**src/hfx_pkg.sv**
```systemverilog
`timescale 1ns / 1ps
// ----------------------------------------------------------------------------
// hfx_pkg
// Types, constants and byte-step functions shared by the HTTP header field
// extractor.
// ----------------------------------------------------------------------------
package hfx_pkg;

    localparam int COL_W    = 5;
    localparam int CNT_W    = 7;
    localparam int TAG_PFX_LEN = 7;
    localparam int LEN_PFX_LEN = 16;
    localparam logic [COL_W-1:0] COL_SAT = 5'd31;

    localparam logic [7:0] CH_CR    = 8'h0D;
    localparam logic [7:0] CH_LF    = 8'h0A;
    localparam logic [7:0] CH_SPACE = 8'h20;
    localparam logic [7:0] CH_TAB   = 8'h09;
    localparam logic [7:0] CH_PLUS  = 8'h2B;
    localparam logic [7:0] CH_MINUS = 8'h2D;
    localparam logic [7:0] CH_ZERO  = 8'h30;
    localparam logic [7:0] CH_NINE  = 8'h39;

    localparam logic [7:0] TAG_PFX [TAG_PFX_LEN] = '{
        8'h45, 8'h54, 8'h61, 8'h67, 8'h3A, 8'h20, 8'h22
    };
    localparam logic [7:0] LEN_PFX [LEN_PFX_LEN] = '{
        8'h43, 8'h6F, 8'h6E, 8'h74, 8'h65, 8'h6E, 8'h74, 8'h2D,
        8'h4C, 8'h65, 8'h6E, 8'h67, 8'h74, 8'h68, 8'h3A, 8'h20
    };

    typedef enum logic [1:0] {
        NUM_SKIP   = 2'd0,
        NUM_DIGITS = 2'd1,
        NUM_DONE   = 2'd2
    } num_phase_t;

    typedef struct packed {
        logic [COL_W-1:0] column;
        logic             tag_alive;
        logic             len_alive;
        logic [CNT_W-1:0] value_count;
        num_phase_t       phase;
        logic             negative;
        logic [31:0]      accum;
    } line_state_t;

    typedef struct packed {
        logic [31:0]      length;
        logic [CNT_W-1:0] count;
        logic             bank;
    } run_info_t;

    localparam line_state_t LINE_CLEAR = '{
        column:      '0,
        tag_alive:   1'b1,
        len_alive:   1'b1,
        value_count: '0,
        phase:       NUM_SKIP,
        negative:    1'b0,
        accum:       '0
    };

    function automatic line_state_t feed_number(line_state_t st, logic [7:0] b);
        line_state_t r;
        logic        digit;
        logic        skip;
        r     = st;
        digit = (b >= CH_ZERO) && (b <= CH_NINE);
        skip  = 1'b0;
        if (st.phase == NUM_SKIP) begin
            if (b == CH_SPACE || b == CH_TAB) begin
                skip = 1'b1;
            end
            else if (b == CH_PLUS || b == CH_MINUS) begin
                r.negative = (b == CH_MINUS);
                r.phase    = NUM_DIGITS;
                skip       = 1'b1;
            end
            else begin
                r.phase = digit ? NUM_DIGITS : NUM_DONE;
            end
        end
        else if (st.phase == NUM_DIGITS) begin
            if (!digit) begin
                r.phase = NUM_DONE;
            end
        end
        if (!skip && r.phase == NUM_DIGITS && digit) begin
            r.accum = (st.accum << 3) + (st.accum << 1) + {28'd0, b[3:0]};
        end
        return r;
    endfunction

    function automatic line_state_t content_byte(line_state_t st, logic [7:0] b,
                                                 logic [CNT_W-1:0] tag_max);
        line_state_t r;
        r = st;
        if (st.column < COL_W'(TAG_PFX_LEN)) begin
            if (b != TAG_PFX[st.column[2:0]]) begin
                r.tag_alive = 1'b0;
            end
        end
        else if (st.tag_alive) begin
            if (st.value_count <= tag_max) begin
                r.value_count = st.value_count + 1'b1;
            end
        end
        if (st.column < COL_W'(LEN_PFX_LEN)) begin
            if (b != LEN_PFX[st.column[3:0]]) begin
                r.len_alive = 1'b0;
            end
        end
        else if (st.len_alive) begin
            r = feed_number(r, b);
        end
        if (st.column < COL_SAT) begin
            r.column = st.column + 1'b1;
        end
        return r;
    endfunction

    function automatic logic stage_write(line_state_t st, logic [CNT_W-1:0] tag_max);
        return (st.column >= COL_W'(TAG_PFX_LEN)) && st.tag_alive
            && (st.value_count < tag_max);
    endfunction

endpackage

```
**src/hfx_ram.sv**
```systemverilog
`timescale 1ns / 1ps
// ----------------------------------------------------------------------------
// hfx_ram
// Generic single-write, single-read synchronous RAM with registered read data.
// ----------------------------------------------------------------------------
module hfx_ram #(
    parameter int WIDTH = 8,
    parameter int DEPTH = 64
) (
    input  logic                     clk,
    input  logic                     we,
    input  logic [$clog2(DEPTH)-1:0] waddr,
    input  logic [WIDTH-1:0]         wdata,
    input  logic                     re,
    input  logic [$clog2(DEPTH)-1:0] raddr,
    output logic [WIDTH-1:0]         rdata
);

    logic [WIDTH-1:0] mem [DEPTH];

    always_ff @(posedge clk)
    begin
        if (we)
        begin
            mem[waddr] <= wdata;
        end
        if (re)
        begin
            rdata <= mem[raddr];
        end
    end

endmodule

```
**src/hfx_line_parser.sv**
```systemverilog
`timescale 1ns / 1ps
// ----------------------------------------------------------------------------
// hfx_line_parser
// Per-byte line tracking, prefix matching, tag staging writes and length
// parsing; hands the finished run to the result reader.
// ----------------------------------------------------------------------------
module hfx_line_parser #(
    parameter int TAG_MAX = 32,
    parameter int IW      = 5
) (
    input  logic                 clk,
    input  logic                 rst_n,
    input  logic                 accept,
    input  logic [7:0]           header_byte,
    input  logic                 final_byte,
    output logic                 mem_we,
    output logic [IW:0]          mem_waddr,
    output logic [7:0]           mem_wdata,
    output logic                 run_start,
    output hfx_pkg::run_info_t   run_info
);
    import hfx_pkg::*;

    localparam logic [CNT_W-1:0] TMAX = CNT_W'(TAG_MAX);

    logic             cr_pending_reg, cr_pending_next;
    line_state_t      line_reg, line_next;
    logic             bank_reg, bank_next;
    logic [CNT_W-1:0] kept_count_reg, kept_count_next;
    logic [31:0]      length_reg, length_next;

    line_state_t      s1;
    line_state_t      s2;
    line_state_t      wr_state;
    logic             wr_req;
    logic [7:0]       wr_byte;
    logic             line_done;
    logic [CNT_W-1:0] tag_n;

    always_comb
    begin
        s1        = content_byte(line_reg, CH_CR, TMAX);
        s2        = content_byte(s1, header_byte, TMAX);
        line_next = line_reg;
        cr_pending_next = cr_pending_reg;
        wr_req    = 1'b0;
        wr_state  = line_reg;
        wr_byte   = header_byte;
        line_done = 1'b0;
        if (cr_pending_reg)
        begin
            if (header_byte == CH_LF)
            begin
                line_done       = 1'b1;
                line_next       = LINE_CLEAR;
                cr_pending_next = 1'b0;
            end
            else if (header_byte == CH_CR)
            begin
                line_next = s1;
                wr_req    = 1'b1;
                wr_state  = s1;
                wr_byte   = CH_CR;
            end
            else
            begin
                line_next       = s2;
                cr_pending_next = 1'b0;
                wr_req          = 1'b1;
                wr_state        = s1;
            end
        end
        else if (header_byte == CH_CR)
        begin
            cr_pending_next = 1'b1;
            wr_req          = 1'b1;
            wr_state        = line_reg;
            wr_byte         = CH_CR;
        end
        else
        begin
            line_next = content_byte(line_reg, header_byte, TMAX);
            wr_req    = 1'b1;
            wr_state  = line_reg;
        end
    end

    always_comb
    begin
        tag_n = line_reg.value_count - 1'b1;
        if (tag_n > TMAX)
        begin
            tag_n = TMAX;
        end
        bank_next       = bank_reg;
        kept_count_next = kept_count_reg;
        length_next     = length_reg;
        if (line_done)
        begin
            if (line_reg.tag_alive && line_reg.column > COL_W'(TAG_PFX_LEN))
            begin
                bank_next       = ~bank_reg;
                kept_count_next = tag_n;
            end
            else if (line_reg.len_alive && line_reg.column > COL_W'(LEN_PFX_LEN))
            begin
                length_next = line_reg.negative ? (32'd0 - line_reg.accum)
                                                : line_reg.accum;
            end
        end
    end

    assign mem_we    = accept && wr_req && stage_write(wr_state, TMAX);
    assign mem_waddr = {~bank_reg, wr_state.value_count[IW-1:0]};
    assign mem_wdata = wr_byte;

    assign run_start       = accept && final_byte;
    assign run_info.length = length_next;
    assign run_info.count  = kept_count_next;
    assign run_info.bank   = bank_next;

    always_ff @(posedge clk or negedge rst_n)
    begin
        if (!rst_n)
        begin
            cr_pending_reg <= 1'b0;
            line_reg       <= LINE_CLEAR;
            bank_reg       <= 1'b0;
            kept_count_reg <= '0;
            length_reg     <= '0;
        end
        else if (accept)
        begin
            if (final_byte)
            begin
                cr_pending_reg <= 1'b0;
                line_reg       <= LINE_CLEAR;
                bank_reg       <= bank_next;
                kept_count_reg <= '0;
                length_reg     <= '0;
            end
            else
            begin
                cr_pending_reg <= cr_pending_next;
                line_reg       <= line_next;
                bank_reg       <= bank_next;
                kept_count_reg <= kept_count_next;
                length_reg     <= length_next;
            end
        end
    end

endmodule

```
**src/hfx_result_reader.sv**
```systemverilog
`timescale 1ns / 1ps
// ----------------------------------------------------------------------------
// hfx_result_reader
// Reads the kept tag out of the tag memory, one result per transfer, and
// holds each result in the output register until it is taken.
// ----------------------------------------------------------------------------
module hfx_result_reader #(
    parameter int IW = 5
) (
    input  logic               clk,
    input  logic               rst_n,
    input  logic               run_start,
    input  hfx_pkg::run_info_t run_info,
    output logic               busy,
    output logic               mem_re,
    output logic [IW:0]        mem_raddr,
    input  logic [7:0]         mem_rdata,
    output logic               out_valid,
    input  logic               out_ready,
    output logic [31:0]        length_value,
    output logic [5:0]         tag_length,
    output logic [7:0]         tag_byte,
    output logic               tag_byte_valid,
    output logic               run_end
);
    import hfx_pkg::*;

    logic             busy_reg, busy_next;
    logic [CNT_W-1:0] idx_reg, idx_next;
    run_info_t        run_reg;
    logic             ovalid_reg, ovalid_next;
    logic [31:0]      olen_reg;
    logic [5:0]       otlen_reg;
    logic             obv_reg;
    logic             olast_reg;
    logic             advance;
    logic             issue;
    logic             last_idx;

    assign advance  = !ovalid_reg || out_ready;
    assign issue    = busy_reg && advance;
    assign last_idx = (idx_reg + 1'b1) == run_reg.count;

    assign mem_re    = issue && (run_reg.count != '0);
    assign mem_raddr = {run_reg.bank, idx_reg[IW-1:0]};

    always_comb
    begin
        busy_next   = busy_reg;
        idx_next    = idx_reg;
        ovalid_next = ovalid_reg;
        if (issue)
        begin
            ovalid_next = 1'b1;
            idx_next    = idx_reg + 1'b1;
            if (run_reg.count == '0 || last_idx)
            begin
                busy_next = 1'b0;
            end
        end
        else if (advance)
        begin
            ovalid_next = 1'b0;
        end
        if (run_start)
        begin
            busy_next = 1'b1;
            idx_next  = '0;
        end
    end

    always_ff @(posedge clk or negedge rst_n)
    begin
        if (!rst_n)
        begin
            busy_reg   <= 1'b0;
            idx_reg    <= '0;
            ovalid_reg <= 1'b0;
        end
        else
        begin
            busy_reg   <= busy_next;
            idx_reg    <= idx_next;
            ovalid_reg <= ovalid_next;
        end
    end

    always_ff @(posedge clk)
    begin
        if (run_start)
        begin
            run_reg <= run_info;
        end
        if (issue)
        begin
            olen_reg  <= run_reg.length;
            otlen_reg <= 6'(run_reg.count);
            obv_reg   <= (run_reg.count != '0);
            olast_reg <= (run_reg.count == '0) || last_idx;
        end
    end

    assign busy           = busy_reg;
    assign out_valid      = ovalid_reg;
    assign length_value   = olen_reg;
    assign tag_length     = otlen_reg;
    assign tag_byte       = obv_reg ? mem_rdata : 8'd0;
    assign tag_byte_valid = obv_reg;
    assign run_end        = olast_reg;

endmodule

```
**src/http_header_field_extractor_top.sv**
```systemverilog
`timescale 1ns / 1ps
// An accepted final byte starts the result reader, which then reads the tag memory.
// Throughput: one header byte per cycle while not busy; results leave one per cycle
// while m_axis_tready is high, up to TAG_MAX. Input is held from the final byte until
// the last tag memory read of its run is issued.
// Reset: asynchronous, clears control state; the tag memory is not cleared.
// ----------------------------------------------------------------------------
// http_header_field_extractor_top
// Extracts the entity tag and content length from a response header stream.
// ----------------------------------------------------------------------------
module http_header_field_extractor_top #(
    parameter int TAG_MAX = 32
) (
    input  logic        clk,
    input  logic        rst_n,
    input  logic        s_axis_tvalid,
    output logic        s_axis_tready,
    input  logic [7:0]  s_axis_tdata,   // [7:0] header_byte
    input  logic        s_axis_tlast,
    output logic        m_axis_tvalid,
    input  logic        m_axis_tready,
    output logic [47:0] m_axis_tdata,   // [31:0] length_value, [37:32] tag_length,
                                        // [45:38] tag_byte, [47:46] zero
    output logic        m_axis_tuser,   // [0] tag_byte_valid
    output logic        m_axis_tlast
);
    import hfx_pkg::*;

    localparam int IW    = (TAG_MAX > 1) ? $clog2(TAG_MAX) : 1;
    localparam int DEPTH = 2 * (2 ** IW);

    logic        accept;
    logic        busy;
    logic        mem_we;
    logic [IW:0] mem_waddr;
    logic [7:0]  mem_wdata;
    logic        mem_re;
    logic [IW:0] mem_raddr;
    logic [7:0]  mem_rdata;
    logic        run_start;
    run_info_t   run_info;
    logic [31:0] length_value;
    logic [5:0]  tag_length;
    logic [7:0]  tag_byte;

    assign s_axis_tready = !busy;
    assign accept        = s_axis_tvalid && !busy;

    hfx_line_parser #(
        .TAG_MAX (TAG_MAX),
        .IW      (IW)
    ) u_parser (
        .clk         (clk),
        .rst_n       (rst_n),
        .accept      (accept),
        .header_byte (s_axis_tdata),
        .final_byte  (s_axis_tlast),
        .mem_we      (mem_we),
        .mem_waddr   (mem_waddr),
        .mem_wdata   (mem_wdata),
        .run_start   (run_start),
        .run_info    (run_info)
    );

    hfx_ram #(
        .WIDTH (8),
        .DEPTH (DEPTH)
    ) u_tag_ram (
        .clk   (clk),
        .we    (mem_we),
        .waddr (mem_waddr),
        .wdata (mem_wdata),
        .re    (mem_re),
        .raddr (mem_raddr),
        .rdata (mem_rdata)
    );

    hfx_result_reader #(
        .IW (IW)
    ) u_reader (
        .clk            (clk),
        .rst_n          (rst_n),
        .run_start      (run_start),
        .run_info       (run_info),
        .busy           (busy),
        .mem_re         (mem_re),
        .mem_raddr      (mem_raddr),
        .mem_rdata      (mem_rdata),
        .out_valid      (m_axis_tvalid),
        .out_ready      (m_axis_tready),
        .length_value   (length_value),
        .tag_length     (tag_length),
        .tag_byte       (tag_byte),
        .tag_byte_valid (m_axis_tuser),
        .run_end        (m_axis_tlast)
    );

    assign m_axis_tdata = {2'b00, tag_byte, tag_length, length_value};

endmodule

```
**config.mk**
```make
export PLATFORM = sky130hd
export DESIGN_NAME = http_header_field_extractor_top
export DESIGN_NICKNAME = d
export VERILOG_FILES = /design/src/hfx_pkg.sv /design/src/hfx_ram.sv /design/src/hfx_line_parser.sv /design/src/hfx_result_reader.sv /design/src/http_header_field_extractor_top.sv
export SDC_FILE = /design/constraint.sdc
export NUM_CORES = 1
export LEC_CHECK = 0
export BUFFER_PORTS_ARGS = -buffer_cell sky130_fd_sc_hd__buf_2
export CAP_MARGIN = 10
export CORE_UTILIZATION = 25
export DETAILED_ROUTE_END_ITERATION = 7
export MAX_ROUTING_LAYER = met4
export PLACE_DENSITY_LB_ADDON = 0.1
export SLEW_MARGIN = 20
export SYNTH_ARGS = -nofsm -noshare
export SYNTH_HDL_FRONTEND = slang
export SYNTH_SLANG_ARGS = --single-unit
```
**constraint.sdc**
```tcl
create_clock -name clk -period 10.8 [get_ports clk]
set_input_delay 1.62 -clock clk [delete_from_list [all_inputs] [get_ports clk]]
set_output_delay 1.62 -clock clk [all_outputs]
set_load 0.03 [all_outputs]
```
# After elaboration in Yosys (flattened, before gate mapping)
# Memories as Yosys holds them, arrays and structs flattened. A register that Yosys moved wholly into a read port is not among the register bits.
# Cells that the tools add are included.
# W data, S select, Z words.
[totals]
regBits = 179
ram_bits = 512
rom_bits = 384
inputBits = 13
out_inout_bits = 52
word_cells = 232
mem_count = 5
[op_classes]
add_sub_neg = 11
n_lt_le_gt_ge = 19
eq_ne = 21
n_mux = 108
bitwise_logic = 5
reduce_logical = 42
[mem_list]
columns = ["name", "words", "width", "rd", "rd_clocked_by_memory_dff", "wr", "line", "rtl"]
rows = [
  ["u_tag_ram.mem", 64, 8, 1, 1, 1, "hfx_ram.sv:19", "logic [WIDTH-1:0] mem [DEPTH];"],
  ["(no name shown)", 16, 8, 1, 0, 0, "hfx_pkg.sv:110", "if (b != LEN_PFX[st.column[3:0]]) begin"],
  ["(no name shown)", 16, 8, 1, 0, 0, "hfx_pkg.sv:110", ""],
  ["(no name shown)", 8, 8, 1, 0, 0, "hfx_pkg.sv:100", "if (b != TAG_PFX[st.column[2:0]]) begin"],
  ["(no name shown)", 8, 8, 1, 0, 0, "hfx_pkg.sv:100", ""],
]
[ops]
columns = ["op", "n"]
rows = [
  ["$mux W49", 7],
  ["$mux W32", 7],
  ["$mux W43", 3],
  ["$mux W42", 3],
  ["$mux W8", 12],
  ["$mux W7", 12],
  ["$add A32 B32 Y32", 2],
  ["$add A32 B4 Y32", 2],
  ["$mux W1", 43],
  ["$mux W2", 16],
  ["$ne A8 B8 Y1", 4],
  ["$sub A1 B32 Y32 const A", 1],
  ["$eq A8 B4 Y1 const B", 3],
  ["$eq A8 B6 Y1 const B", 3],
  ["$add A7 B1 Y7 const B", 3],
  ["$lt A5 B5 Y1 const B", 4],
  ["$ne A4 B8 Y1 const A", 2],
  ["$logic_and A1 B1 Y1", 15],
  ["$mux W5", 3],
  ["$reduce_bool A3 Y1", 5],
  ["$le A7 B6 Y1 const B", 2],
  ["$add A5 B1 Y5 const B", 2],
  ["$ge A5 B5 Y1 const B", 2],
  ["$lt A5 B3 Y1 const B", 2],
  ["other kinds (28)", 48],
]

# Longest topological paths before layout
# Gate-level depths: netlist of the first run.
[depth]
word_depth = 21
depth_mapped = 15

# Cells and area by module
# From an unflattened synthesis of the first run, not the netlist that was laid out.
[unflattened]
cells_unflattened = 2188
hier_area_um2 = 32078.3
[modules_own_cells]
columns = ["mod", "instances", "cells_each", "area_per_inst_um2", "seq_area_each_um2"]
rows = [
  ["hfx_ram", 1, 940, 20246.9, 15615.0],
  ["hfx_line_parser", 1, 1083, 8712.1, 2254.7],
  ["hfx_result_reader", 1, 160, 3090.5, 2627.5],
  ["http_header_field_extractor_top", 1, 5, 28.8, 0.0],
]

# Least setup slack after synthesis of the first run
# Ideal clock, no wire load.
[synth_path]
path_kind = "in2reg"
startpoint = "in s_axis_tdata[3]"
endpoint = "reg u_parser.line_reg[20] (netlist bit)"
setup_ns = 0.133
arrival_time_ns = 4.993
t_required_ns = 10.667
slack_ns = 5.674
path_stages = 13
n_path_buf = 1
cell_sequence = "clkbuf_1 > inv_1 > fa_1 > inv_1 > fa_1 > a2111oi_1 > o31a_1 > o21ai_1 > a2111oi_0 > o31ai_1 > o41ai_1 > xor2_1 > o21ai_0"
[synth_between]
elab_chain_cells = 18
[synth_lines]
columns = ["element", "line", "rtl"]
rows = [
  ["start: declaration", "http_header_field_extractor_top.sv:18", "input logic [7:0] s_axis_tdata,"],
  ["$ge A8 B6 Y1 / $le A8 B6 Y1 (equally long branches)", "hfx_pkg.sv:69", "digit = (b >= CH_ZERO) && (b <= CH_NINE);"],
  ["$logic_and A1 B1 Y1", "hfx_pkg.sv:69", ""],
  ["$mux W2", "hfx_pkg.sv:81", "r.phase = digit ? NUM_DIGITS : NUM_DONE;"],
  ["$mux W2", "hfx_pkg.sv:75", "else if (b == CH_PLUS || b == CH_MINUS) begin"],
  ["$mux W3", "hfx_pkg.sv:72", "if (b == CH_SPACE || b == CH_TAB) begin"],
  ["$mux W2", "hfx_pkg.sv:71", "if (st.phase == NUM_SKIP) begin"],
  ["$mux W2", "hfx_pkg.sv:114", "else if (st.len_alive) begin"],
  ["$mux W2", "hfx_pkg.sv:109", "if (st.column < COL_W'(LEN_PFX_LEN)) begin"],
  ["$eq A2 B1 Y1", "hfx_pkg.sv:89", "if (!skip && r.phase == NUM_DIGITS && digit) begin"],
  ["$logic_and A1 B1 Y1 (2 in series)", "hfx_pkg.sv:89", ""],
  ["$mux W32", "hfx_pkg.sv:89", ""],
  ["$mux W43", "hfx_pkg.sv:114", ""],
  ["$mux W42", "hfx_pkg.sv:109", ""],
  ["$mux W49", "hfx_line_parser.sv:58", "else if (header_byte == CH_CR)"],
  ["$mux W49", "hfx_line_parser.sv:52", "if (header_byte == CH_LF)"],
  ["$mux W49", "hfx_line_parser.sv:50", "if (cr_pending_reg)"],
  ["$mux W49", "hfx_line_parser.sv:134", "if (final_byte)"],
  ["end signal: assignment", "hfx_line_parser.sv:145", "line_reg <= line_next;"],
  ["end: declaration", "hfx_line_parser.sv:27", "line_state_t line_reg, line_next;"],
]
# Parallel ways exist; a longest one is shown, timed or not. The select of a mux whose other input is x is not followed.
# A chain may end at the register's enable or synchronous reset.

# Final worst setup path of the first run
# Same ends and word-level chain as after synthesis.

==> run_results.csv, run 1 <==
group,metric,value,unit
run_status,outcome,"completed",
placement,dp_cells,3643,
die,num_rows,129,
clock_tree,clk_latency,0.68,ns
clock_tree,htreeDepth,3,
logic_synthesis,ys.flop_type,"edfxtp_1",
job,drv_cap,0,
critical_path,crit_required,11.29,ns
sta,skew,0.0480,ns
final_layout,layout-area-overhead-vs-synth,15.6,%
clock_tree,clkSinkCount,699,
detailed_routing,first_pass_iters,5,
clock_tree,hold_buffers,0,
sta,setup_viol,0,
placement,port_buffers,62,
clock_tree,cts_root_buf,"clkbuf_16",
grt,grt_pass1_wl,130000,um
detailed_routing,wl,88000,um
detailed_routing,post-route-drc-count,0,
worst_hold_path,worstHoldStart,"u_reader.run_reg[29]$_DFFE_PP_",
critical_path,crit_path_end_kind,"flop",
logic_synthesis,avgSynthCellArea,15.6,um2
die,fp.dieH,357,um
die,core,124000,um2
worst_hold_path,whs_path_depth,0,
die,ios,65,
sta,fin_crit_sh,0.537,
logic_synthesis,yosys.cell_types.count,86,
final_layout,final_area,36400,um2
die,dieArea,127000,um2
sta,slew-limit-headroom,0.269,
logic_synthesis,synthXorXnorAreaFrac,0.0286,
critical_path,worst_setup_path_start_kind,"input port",
critical_path,cp_max_fo,73,
placement,place_congestion,0.762,
grt,grt_usage,0.144,
logic_synthesis,ys_seq_area_frac,0.651,
logic_synthesis,synth_compound_area_frac,0.0764,
final_layout,final_core_util,0.293,
logic_synthesis,ys_ff_latch,699,
final_layout,layout.nets,2186,
logic_synthesis,synthesis.area,31500,um2
logic_synthesis,synthAdderAreaFrac,0.0334,
sta,post-route-min-period,5.80,ns
detailed_routing,drt_iter0_markers,1344,
critical_path,worstReg2RegEnd,"u_tag_ram.mem[27][0]$_DFFE_PP_",
sta,rsz0062_at_grt,"no",
logic_synthesis,yosys.area_share.simple,0.0660,
sta,hold_viol,0,
critical_path,worstSetupPathType,"in -> reg",
final_layout,largest_reg_flops,512,
sta,finalMaxSlewViolations,0,
placement,placed_area,33700,um2
logic_synthesis,ys_async_sr_fraction,0.142,
final_layout,drive_gt1_frac,0.191,
worst_hold_path,hold_path_class,"reg -> reg",
die,start_util,0.254,
critical_path,reg2regPathDepth,9,
clock_tree,cts_resized,0,
critical_path,r2r_setup_slack,5.62,ns
clock_tree,cts_setup_buffers,0,
sta,tns,0,ns
sta,tightest_slew,1.10,ns
logic_synthesis,yosys_warnings,0,
sta,maxClockFrequency,172,MHz
placement,dpl.hpwl,55900,um
detailed_routing,ant_nets,0,
logic_synthesis,synth_top_family_by_area,"multiplexers",
pwr,peakVddDrop,0.114,mV
pwr,pwr_density_cell,226,nW/um2
pwr,power,8250,uW
pwr,p_leak,0.0122,uW
detailed_routing,post_drt_wl_per_cell,23.2,um
clock_tree,cts_tree,"done",
grt,grt_max_degree,79,
final_layout,nFillCells,12400,
clock_tree,clockBufferDepth,3,
die,die_x,357,um
logic_synthesis,synth-edff-count,600,
clock_tree,cts_buffers,82,
logic_synthesis,synth_mux_area_frac,0.126,
logic_synthesis,synthCells,2025,
critical_path,reg2reg_from,"u_parser.line_reg[46]$_DFFE_PN0P_",
detailed_routing,routed_via_density,4.73,
grt,antenna_found_initial,2,
clock_tree,clkTransAtPathRegs,0.06,ns
worst_hold_path,hold_path_end,"u_reader.length_value[21]$_DFFE_PP_",
critical_path,arrival,6.30,ns
final_layout,final_cells,3796,
detailed_routing,vias,18000,
grt,overflow,0,
grt,grt_pass1_vias,18500,
==> worst max-delay path by stage <==
| stage | depth (start not counted) | endpoint | startpoint | slack, ns |
|---|---|---|---|---|
| detailed placement | 14 | u_parser.line_reg[20]$_DFFE_PN0P_ | s_axis_tdata[3] | 4.27 |
| finish | 14 | u_parser.line_reg[20]$_DFFE_PN0P_ | s_axis_tdata[3] | 5.00 |
| global placement | 14 | u_parser.line_reg[20]$_DFFE_PN0P_ | s_axis_tdata[3] | 4.32 |
| floorplan | 13 | u_parser.line_reg[20]$_DFFE_PN0P_ | s_axis_tdata[3] | 5.67 |
| global route | 14 | u_parser.line_reg[20]$_DFFE_PN0P_ | s_axis_tdata[3] | 4.71 |
| CTS | 14 | u_parser.line_reg[20]$_DFFE_PN0P_ | s_axis_tdata[3] | 4.98 |
==> layout make-up <==
| class | instances | area, um2 | area share |
|---|---|---|---|
| clock inverter | 59 | 637 | 0.0175 |
| tap | 1637 | 2050 | 0.0562 |
| inverter | 38 | 143 | 0.00391 |
| sequential | 699 | 20500 | 0.563 |
| antenna | 1 | 2.50 | 0.0000687 |
| clock buffer | 93 | 2110 | 0.0580 |
| timing repair buffer | 89 | 523 | 0.0144 |
| multi-input combinational | 1180 | 10500 | 0.287 |
==> critical path, stage by stage <==
cell and delay, ns:
buf_2 0.08, buf_4 0.57, inv_1 0.34, fa_1 0.61
inv_1 0.07, fa_1 0.48, a2111oi_1 0.58, o31a_1 0.24
o21ai_1 0.09, a2111oi_0 0.72, o31ai_1 0.18, o41ai_1 0.39
xor2_1 0.21, o21ai_0 0.10
==> metal layers <==
layer  GRT usage  wire length, um  share of wire
met2       0.211            39400           0.45
met4      0.0387             1840          0.021
met1       0.205            42900           0.49
met3      0.0238             3850          0.044
met5           -                0              0
==> cells in the final DEF (no fill, tap or decap), drive strengths merged, types with 5 or more instances in the layout <==
master / count
a22o: 33
nand2: 161
o21ai: 133
a21oi: 56
inv: 40
ha: 81
mux2i: 15
edfxtp: 600
clkbuf: 93
or4: 8
o221ai: 5
a21o: 10
clkinvlp: 7
buf: 89
o211ai: 7
dfrtp: 97
nor4: 16
o41ai: 14
nand3: 33
mux4: 168
a211oi: 10
and3: 11
xnor2: 44
a22oi: 5
nor3: 25
xor2: 59
a2111oi: 5
nor2: 124
nand4: 9
o31ai: 25
bufinv: 8
and2: 17
clkinv: 42
a31oi: 5
o22ai: 8
nor2b: 10
o21a: 5
nand2b: 16
==> where the power goes <==
part / switching (uW) / internal, uW / total (uW)
Sequential: 198 / 3050 / 3250
Combinational: 1290 / 911 / 2200
Clock: 1190 / 1620 / 2810
Total: 2670 / 5580 / 8250
==> synth_stat cells, drive strengths merged, types with 4 or more instances <==
| cell type | instances | area, um2 |
|---|---|---|
| edfxtp | 600 | 18000 |
| mux4 | 168 | 3780 |
| nand2 | 161 | 604 |
| o21ai | 133 | 669 |
| nor2 | 124 | 468 |
| dfrtp | 97 | 2430 |
| clkbuf | 81 | 304 |
| ha | 81 | 1010 |
| xor2 | 59 | 517 |
| a21oi | 56 | 295 |
| xnor2 | 44 | 385 |
| inv | 38 | 143 |
| a22o | 33 | 289 |
| nand3 | 33 | 165 |
| buf | 28 | 149 |
| nor3 | 25 | 130 |
| o31ai | 25 | 188 |
| and2 | 17 | 106 |
| nand2b | 16 | 100 |
| nor4 | 16 | 121 |
| mux2i | 15 | 150 |
| o41ai | 14 | 123 |
| and3 | 11 | 73.8 |
| a211oi | 10 | 105 |
| a21o | 10 | 75.1 |
| nor2b | 10 | 62.6 |
| nand4 | 9 | 56.3 |
| o22ai | 8 | 50.1 |
| or4 | 8 | 60.1 |
| o211ai | 7 | 52.6 |
| a2111oi | 5 | 51.3 |
| a22oi | 5 | 37.5 |
| a31oi | 5 | 31.3 |
| o21a | 5 | 37.5 |
| o221ai | 5 | 43.8 |
| a32o | 4 | 40.0 |
| o21bai | 4 | 30.0 |
==> metrics by stage <==
| stage | hold WS (ns) | setup slack [ns] |
|---|---|---|
| 2_1_floorplan | 0.400 | 5.67 |
| 3_3_place_gp | 0.403 | 4.32 |
| 3_5_place_dp | 0.405 | 4.27 |
| 4_1_cts | 0.418 | 4.98 |
| 5_1_grt | 0.422 | 4.71 |
| 6_report | 0.412 | 5.00 |
==> cells by family (layout without fill, tap and decap cells) <==
kind of cell	Yosys count	after routing
adder cells (fa/ha/maj)	83	83
flip-flops	699	699
multiplexers	186	186
AND/OR/NAND/NOR	446	446
AO/OA/AOI/OAI	360	360
buffers and inverters	147	279
XOR/XNOR	103	103
other	1	3
No activity file was read; power rests on OpenSTA's default activity.
==> run 2: changes to the inputs <==
clock period = 5 ns   (was 10.8 ns; I/O delays follow)
==> run 2 against run 1 <==
  * Largest power group unchanged
  * Combinational power rose by 130%
  * Sequential cell count stayed put
  * Die area unchanged
  * Setup slack lost 4.1 ns
  * Global-route usage grew 0.27 points
  * Clock power rose by 120%
  * Hold slack lost 0.35 ns
  * Register-to-register slack got worse by 4.7 ns
  * Non-clock buffer count up 90
==> run_results.csv, run 2 (same netlist as run 1, synthesis figures left out) <==
group,metric,value,unit
run_status,outcome,"completed",
sta,hold_viol,0,
critical_path,crit_required,5.50,ns
sta,maxClockFrequency,245,MHz
detailed_routing,first_pass_iters,5,
clock_tree,clockBufferDepth,3,
clock_tree,clkSinkCount,699,
sta,skew,0.0392,ns
detailed_routing,vias,18200,
sta,rsz0062_at_grt,"no",
sta,finalMaxSlewViolations,0,
sta,fin_crit_sh,0.817,
die,start_util,0.254,
final_layout,final_cells,3894,
final_layout,final_common_cell,"edfxtp_1",
detailed_routing,wl,89900,um
grt,overflow,0,
clock_tree,cts_resized,0,
clock_tree,cts_buffers,85,
final_layout,final_cell_mix,"edfxtp_1, mux4_2, nand2_1",
grt,grt_usage,0.147,
placement,place_congestion,0.793,
clock_tree,clk_latency,0.68,ns
clock_tree,cts_root_buf,"clkbuf_16",
detailed_routing,ant_nets,0,
critical_path,reg2reg_from,"u_parser.line_reg[2]$_DFFE_PN0P_",
detailed_routing,routed_via_density,4.68,
final_layout,drive_gt1_frac,0.223,
critical_path,crit_path_end_kind,"flop",
sta,setup_viol,0,
clock_tree,cts_setup_buffers,0,
critical_path,worstReg2RegEnd,"u_parser.line_reg[20]$_DFFE_PN0P_",
pwr,p_leak,0.0127,uW
clock_tree,hold_buffers,0,
critical_path,cp_slowest_cell,"a2111oi_1",
detailed_routing,post_drt_wl_per_cell,23.1,um
grt,grt_pass1_vias,18900,
placement,dpl.hpwl,58200,um
grt,grt_max_degree,128,
critical_path,cp_max_fo,8,
placement,dp_cells,3733,
critical_path,cp_cell_sequence,"inv_1 -> fa_1 -> inv_1 -> fa_1 -> a2111oi_1 -> o31a_1 -> o21ai_1 -> a2111oi_0 -> buf_4 -> o31ai_1 -> o41ai_1 -> xor2_1 -> o21ai_0",
die,die_x,357,um
pwr,pwr_density_cell,483,nW/um2
die,fp.dieH,357,um
critical_path,r2r_setup_slack,0.91,ns
detailed_routing,post-route-drc-count,0,
placement,port_buffers,62,
clock_tree,clkTransAtPathRegs,0.06,ns
grt,grt_pass1_wl,133000,um
die,ios,65,
worst_hold_path,hold_path_class,"in -> async",
final_layout,layout-area-overhead-vs-synth,17.8,%
critical_path,reg2regPathDepth,13,
die,num_rows,129,
pwr,peakVddDrop,0.326,mV
critical_path,arrival,4.59,ns
grt,antenna_found_initial,4,
sta,post-route-min-period,4.09,ns
critical_path,worst_setup_path_start_kind,"flop",
final_layout,nFillCells,12400,
sta,tightest_slew,1.04,ns
sta,slew-limit-headroom,0.305,
clock_tree,cts_tree,"done",
critical_path,cpPeakStageDelay,0.60,ns
die,dieArea,127000,um2
critical_path,worstSetupPathType,"reg -> reg",
job,drv_cap,0,
detailed_routing,drt_iter0_markers,1611,
clock_tree,htreeDepth,3,
sta,tns,0,ns
die,core,124000,um2
final_layout,largest_reg_flops,512,
final_layout,layout.nets,2279,
run 2: cell types whose count changed in the layout (fill, tap and decap cells not counted), moves of 3 or more:
cell,change
buf_12,+3
buf_4,+87
bufinv_16,-3
clkbuf_1,+6
clkbuf_16,+4
clkinv_1,-5
clkinv_2,+5
clkinvlp_4,-3
o21ai_1,+3
o21ai_2,-3
run 2: power breakdown:
part | leakage [uW] | switching (uW) | total [uW] | internal, uW
logic | 0.00456 | 2920 | 4980 | 2060
clock network | 0.00134 | 2550 | 6060 | 3500
registers | 0.00679 | 304 | 6890 | 6590
total | 0.0127 | 5780 | 17900 | 12100
run 2: final cells by class:
class                      instances  area [um2]  area share
multi-input combinational       1180       10400       0.281
clock inverter                    53         488      0.0131
clock buffer                     105        2260      0.0610
sequential                       699       20500       0.552
antenna                            3        7.51    0.000202
timing repair buffer             179        1240      0.0333
inverter                          38         143     0.00384
tap                             1637        2050      0.0552
run 2: worst max-delay path, delay by kind of cell, from the launching register on:
family / cells / cell delay [ns]
adders and majority gates: 2 / 0.96
DFF: 1 / 0.51
xor gates and xnor gates: 1 / 0.17
buffers and inverters: 3 / 0.37
AOI/OAI and AO/OA: 7 / 1.90
run 2: worst max-delay path by stage:
stage,start,endpoint,slack [ns],cells past startpoint
final,u_parser.line_reg[2]$_DFFE_PN0P_,u_parser.line_reg[20]$_DFFE_PN0P_,0.91,13
after global routing,u_parser.line_reg[2]$_DFFE_PN0P_,u_parser.line_reg[20]$_DFFE_PN0P_,0.54,13
after CTS,u_parser.line_reg[2]$_DFFE_PN0P_,u_parser.line_reg[20]$_DFFE_PN0P_,0.90,13
after detailed placement,s_axis_tdata[3],u_parser.line_reg[20]$_DFFE_PN0P_,0.57,14
after global placement,s_axis_tdata[3],u_parser.line_reg[20]$_DFFE_PN0P_,0.52,14
after floorplan,s_axis_tdata[3],u_parser.line_reg[20]$_DFFE_PN0P_,0.74,13
run 2: layer usage:
layer	global-route usage	vias up	part of all wire
met5	-	-	0
met4	0.0394	0	0.023
met3	0.0310	119	0.052
met2	0.214	425	0.44
met1	0.205	9387	0.48
li1	-	8298	-
run 2: metrics by stage:
step | util | setup WS, ns | area (um2) | hold WS, ns | power [uW]
after floorplan | - | 0.744 | 31500 | 0.400 | 10200
after global placement | 0.276 | 0.524 | 34400 | 0.403 | 12100
after detailed placement | 0.276 | 0.565 | 34400 | 0.405 | 12100
after CTS | 0.299 | 0.900 | 37100 | 0.0326 | 18300
after global routing | 0.299 | 0.545 | 37100 | 0.0655 | 18800
final | 0.299 | 0.913 | 37100 | 0.0641 | 17900
==> run 3: changes to the inputs <==
ABC_AREA = 1   (was not set)
clock period = 3.4 ns   (was 5 ns; I/O delays follow)
==> run 3 against run 2 <==
  * Critical path depth fell by 1
  * Hold slack improved by 0.15 ns
  * Core utilization rose by 0.39 points
  * Global-route usage rose by 2.2 points
  * Clock power rose by 53%
==> run_results.csv, run 3 <==
group,metric,value,unit
logic_synthesis,yosys_warnings,0,
final_layout,largest_reg_flops,512,
sta,slew-limit-headroom,0.294,
critical_path,cpMostUsedCell,"nand2_1",
detailed_routing,post_drt_wl_per_cell,21.4,um
critical_path,path_delay_family,"simple AND/OR/NAND/NOR gates",
run_status,outcome,"completed",
grt,grt_max_degree,100,
clock_tree,clkSinkCount,699,
pwr,p_clk_frac,0.292,
critical_path,worstReg2RegEnd,"u_tag_ram.mem[3][4]$_DFFE_PP_",
clock_tree,clockBufferDepth,3,
die,ios,65,
logic_synthesis,ys_async_sr_fraction,0.142,
sta,maxClockFrequency,308,MHz
clock_tree,cts_root_buf,"clkbuf_16",
sta,rsz0062_at_grt,"yes",
critical_path,cp_cell_sequence,"nor2_1 -> nand2_1 -> nand2_1 -> nand2_1 -> buf_4 -> xor2_2 -> nand2_1 -> o21ai_1 -> buf_12 -> nand2_1 -> buf_4 -> nor2_1",
grt,antenna_found_initial,3,
sta,tns,0,ns
critical_path,crit_path_end_kind,"flop",
detailed_routing,routed_via_density,4.73,
critical_path,cp_max_fo,8,
placement,port_buffers,62,
final_layout,final_cells,5006,
logic_synthesis,avgSynthCellArea,10.7,um2
die,start_util,0.253,
worst_hold_path,hold_path_end,"u_reader.out_valid$_DFFE_PN0P_",
sta,finalMaxSlewViolations,0,
logic_synthesis,yosysMostFrequentCell,"edfxtp_1",
logic_synthesis,synth_common_cells,"edfxtp_1, nor2_1, o21ai_0",
logic_synthesis,synth.area.top_cells,"edfxtp_1, dfrtp_1, o21ai_0",
critical_path,crit_required,3.70,ns
logic_synthesis,synthCells,3018,
clock_tree,cts_tree,"done",
clock_tree,clk_latency,0.69,ns
logic_synthesis,synthesis.area,32400,um2
detailed_routing,drt_iter0_markers,1948,
critical_path,worst_setup_path_start_kind,"flop",
pwr,seq_power_share,0.335,
worst_hold_path,hold_path_class,"in -> reg",
pwr,p_leak,0.0143,uW
critical_path,reg2regPathDepth,12,
logic_synthesis,ys_ff_latch,699,
critical_path,cp.depth,12,
critical_path,reg2reg_from,"u_parser.line_reg[37]$_DFFE_PN0P_",
worst_hold_path,worstHoldStart,"m_axis_tready",
logic_synthesis,yosys.cell_types.count,63,
final_layout,drive_gt1_frac,0.141,
sta,post-route-min-period,3.24,ns
die,core,128000,um2
logic_synthesis,ys_seq_area_frac,0.633,
critical_path,arrival,3.54,ns
clock_tree,clkTransAtPathRegs,0.06,ns
grt,grt_usage,0.169,
job,drv_cap,0,
sta,setup_viol,0,
detailed_routing,post-route-drc-count,0,
logic_synthesis,synth.largest_area_cell,"edfxtp_1",
sta,hold_viol,0,
worst_hold_path,whs_path_depth,4,
clock_tree,cts_buffers,87,
placement,dp_cells,4852,
critical_path,cpPeakStageDelay,0.67,ns
sta,skew,0.0295,ns
critical_path,path_buf_inv,3,
final_layout,n_antenna_cell,0,
pwr,pwr_density_cell,819,nW/um2
final_layout,final_cell_mix,"edfxtp_1, nor2_1, o21ai_0",
clock_tree,htreeDepth,3,
pwr,power_frac_comb,0.373,
detailed_routing,wl,107000,um
critical_path,worstSetupPathType,"reg -> reg",
pwr,swShare,0.396,
final_layout,layout-area-overhead-vs-synth,19.7,%
logic_synthesis,yosysTopAreaCellShare,0.557,
detailed_routing,first_pass_iters,5,
die,fp.dieH,362,um
placement,dpl.hpwl,71500,um
die,dieArea,131000,um2
logic_synthesis,synth-edff-count,600,
die,num_rows,131,
logic_synthesis,ys.flop_type,"edfxtp_1",
detailed_routing,vias,23700,
pwr,peakVddDrop,0.481,mV
grt,overflow,0,
die,die_x,362,um
pwr,p_sw,12600,uW
pwr,p_int,19200,uW
critical_path,cp_slowest_cell,"nor2_1",
grt,grt_pass1_wl,161000,um
final_layout,layout.nets,3309,
detailed_routing,ant_nets,0,
sta,fin_crit_sh,0.954,
final_layout,final_common_cell,"edfxtp_1",
sta,tightest_slew,1.06,ns
grt,grt_pass1_vias,24000,
placement,place_congestion,0.845,
critical_path,r2r_setup_slack,0.16,ns
-- run 3: power groups by stage --
stage / logic, uW / clock network, uW / registers [uW]
after floorplan: 7250 / 0 / 10700
after global placement: 12000 / 0 / 10800
after detailed placement: 12000 / 0 / 10800
after CTS: 12000 / 9550 / 10600
after global routing: 13200 / 9850 / 10700
final: 11800 / 9260 / 10600
-- run 3: routing by layer --
layer / global-route usage / part of all wire
met4: 0.0479 / 0.022
met1: 0.235 / 0.48
met2: 0.260 / 0.46
met5: - / 0
met3: 0.0189 / 0.040
-- run 3: layout make-up --
| cell class | count | area, um2 |
|---|---|---|
| clock buffer | 105 | 2280 |
| clock inverter | 48 | 566 |
| fill | 13200 | 89300 |
| inverter | 189 | 716 |
| multi-input combinational | 1981 | 10600 |
| sequential | 699 | 20500 |
| tap | 1729 | 2160 |
| timing repair buffer | 255 | 1960 |
-- run 3: how the worst max path moves through the flow --
| stage | from | endpoint | slack, ns |
|---|---|---|---|
| after floorplan | u_reader.busy$_DFFE_PN0P_ | u_reader.idx_reg[0]$_DFFE_PN0P_ | 0.006 |
| after global placement | s_axis_tdata[3] | u_parser.line_reg[21]$_DFFE_PN0P_ | 0.12 |
| after detailed placement | s_axis_tdata[0] | u_parser.line_reg[31]$_DFFE_PN0P_ | 0.06 |
| after CTS | u_parser.line_reg[37]$_DFFE_PN0P_ | u_tag_ram.mem[32][5]$_DFFE_PP_ | 0.12 |
| after global routing | u_parser.line_reg[35]$_DFFE_PN0P_ | u_tag_ram.mem[3][4]$_DFFE_PP_ | -0.04 |
| final | u_parser.line_reg[37]$_DFFE_PN0P_ | u_tag_ram.mem[3][4]$_DFFE_PP_ | 0.16 |
-- run 3: cell families (layout without fill, tap and decap cells) --
family | after synthesis | in the layout | synth area share
compound gates | 769 | 769 | 0.137
xor+xnor | 75 | 75 | 0.0205
buf+inv | 339 | 597 | 0.0414
flops | 699 | 699 | 0.633
other cells | 1 | 2 | 0.000116
simple gates | 1052 | 1052 | 0.135
fa+ha+maj | 83 | 83 | 0.0325
-- run 3: what timing repair did --
action / CTS / global route
setup buffers: 0 / 0
hold buffers: 1 / 0
resized for setup: 0 / 2
endpoints found under the setup margin: 0 / 48
hold endpoints to repair: 97 / 0
-- run 3: tightest hold or removal path, stage by stage --
cell and delay (ns):
buf_2 0.07, inv_1 0.03, nand2_1 0.16, nand2_1 0.08
-- run 3: through the flow --
| step | power, uW | setup WS (ns) | instance area (um2) | hold WS, ns | util |
|---|---|---|---|---|---|
| global route | 33700 | -0.0358 | 38700 | 0.188 | 0.303 |
| finish | 31700 | 0.157 | 38700 | 0.210 | 0.303 |
| CTS | 32200 | 0.118 | 38700 | 0.146 | 0.303 |
| floorplan | 18000 | 0.00564 | 32400 | 0.214 | - |
| global placement | 22800 | 0.125 | 35900 | 0.408 | 0.280 |
| detailed placement | 22800 | 0.0602 | 35900 | 0.405 | 0.280 |
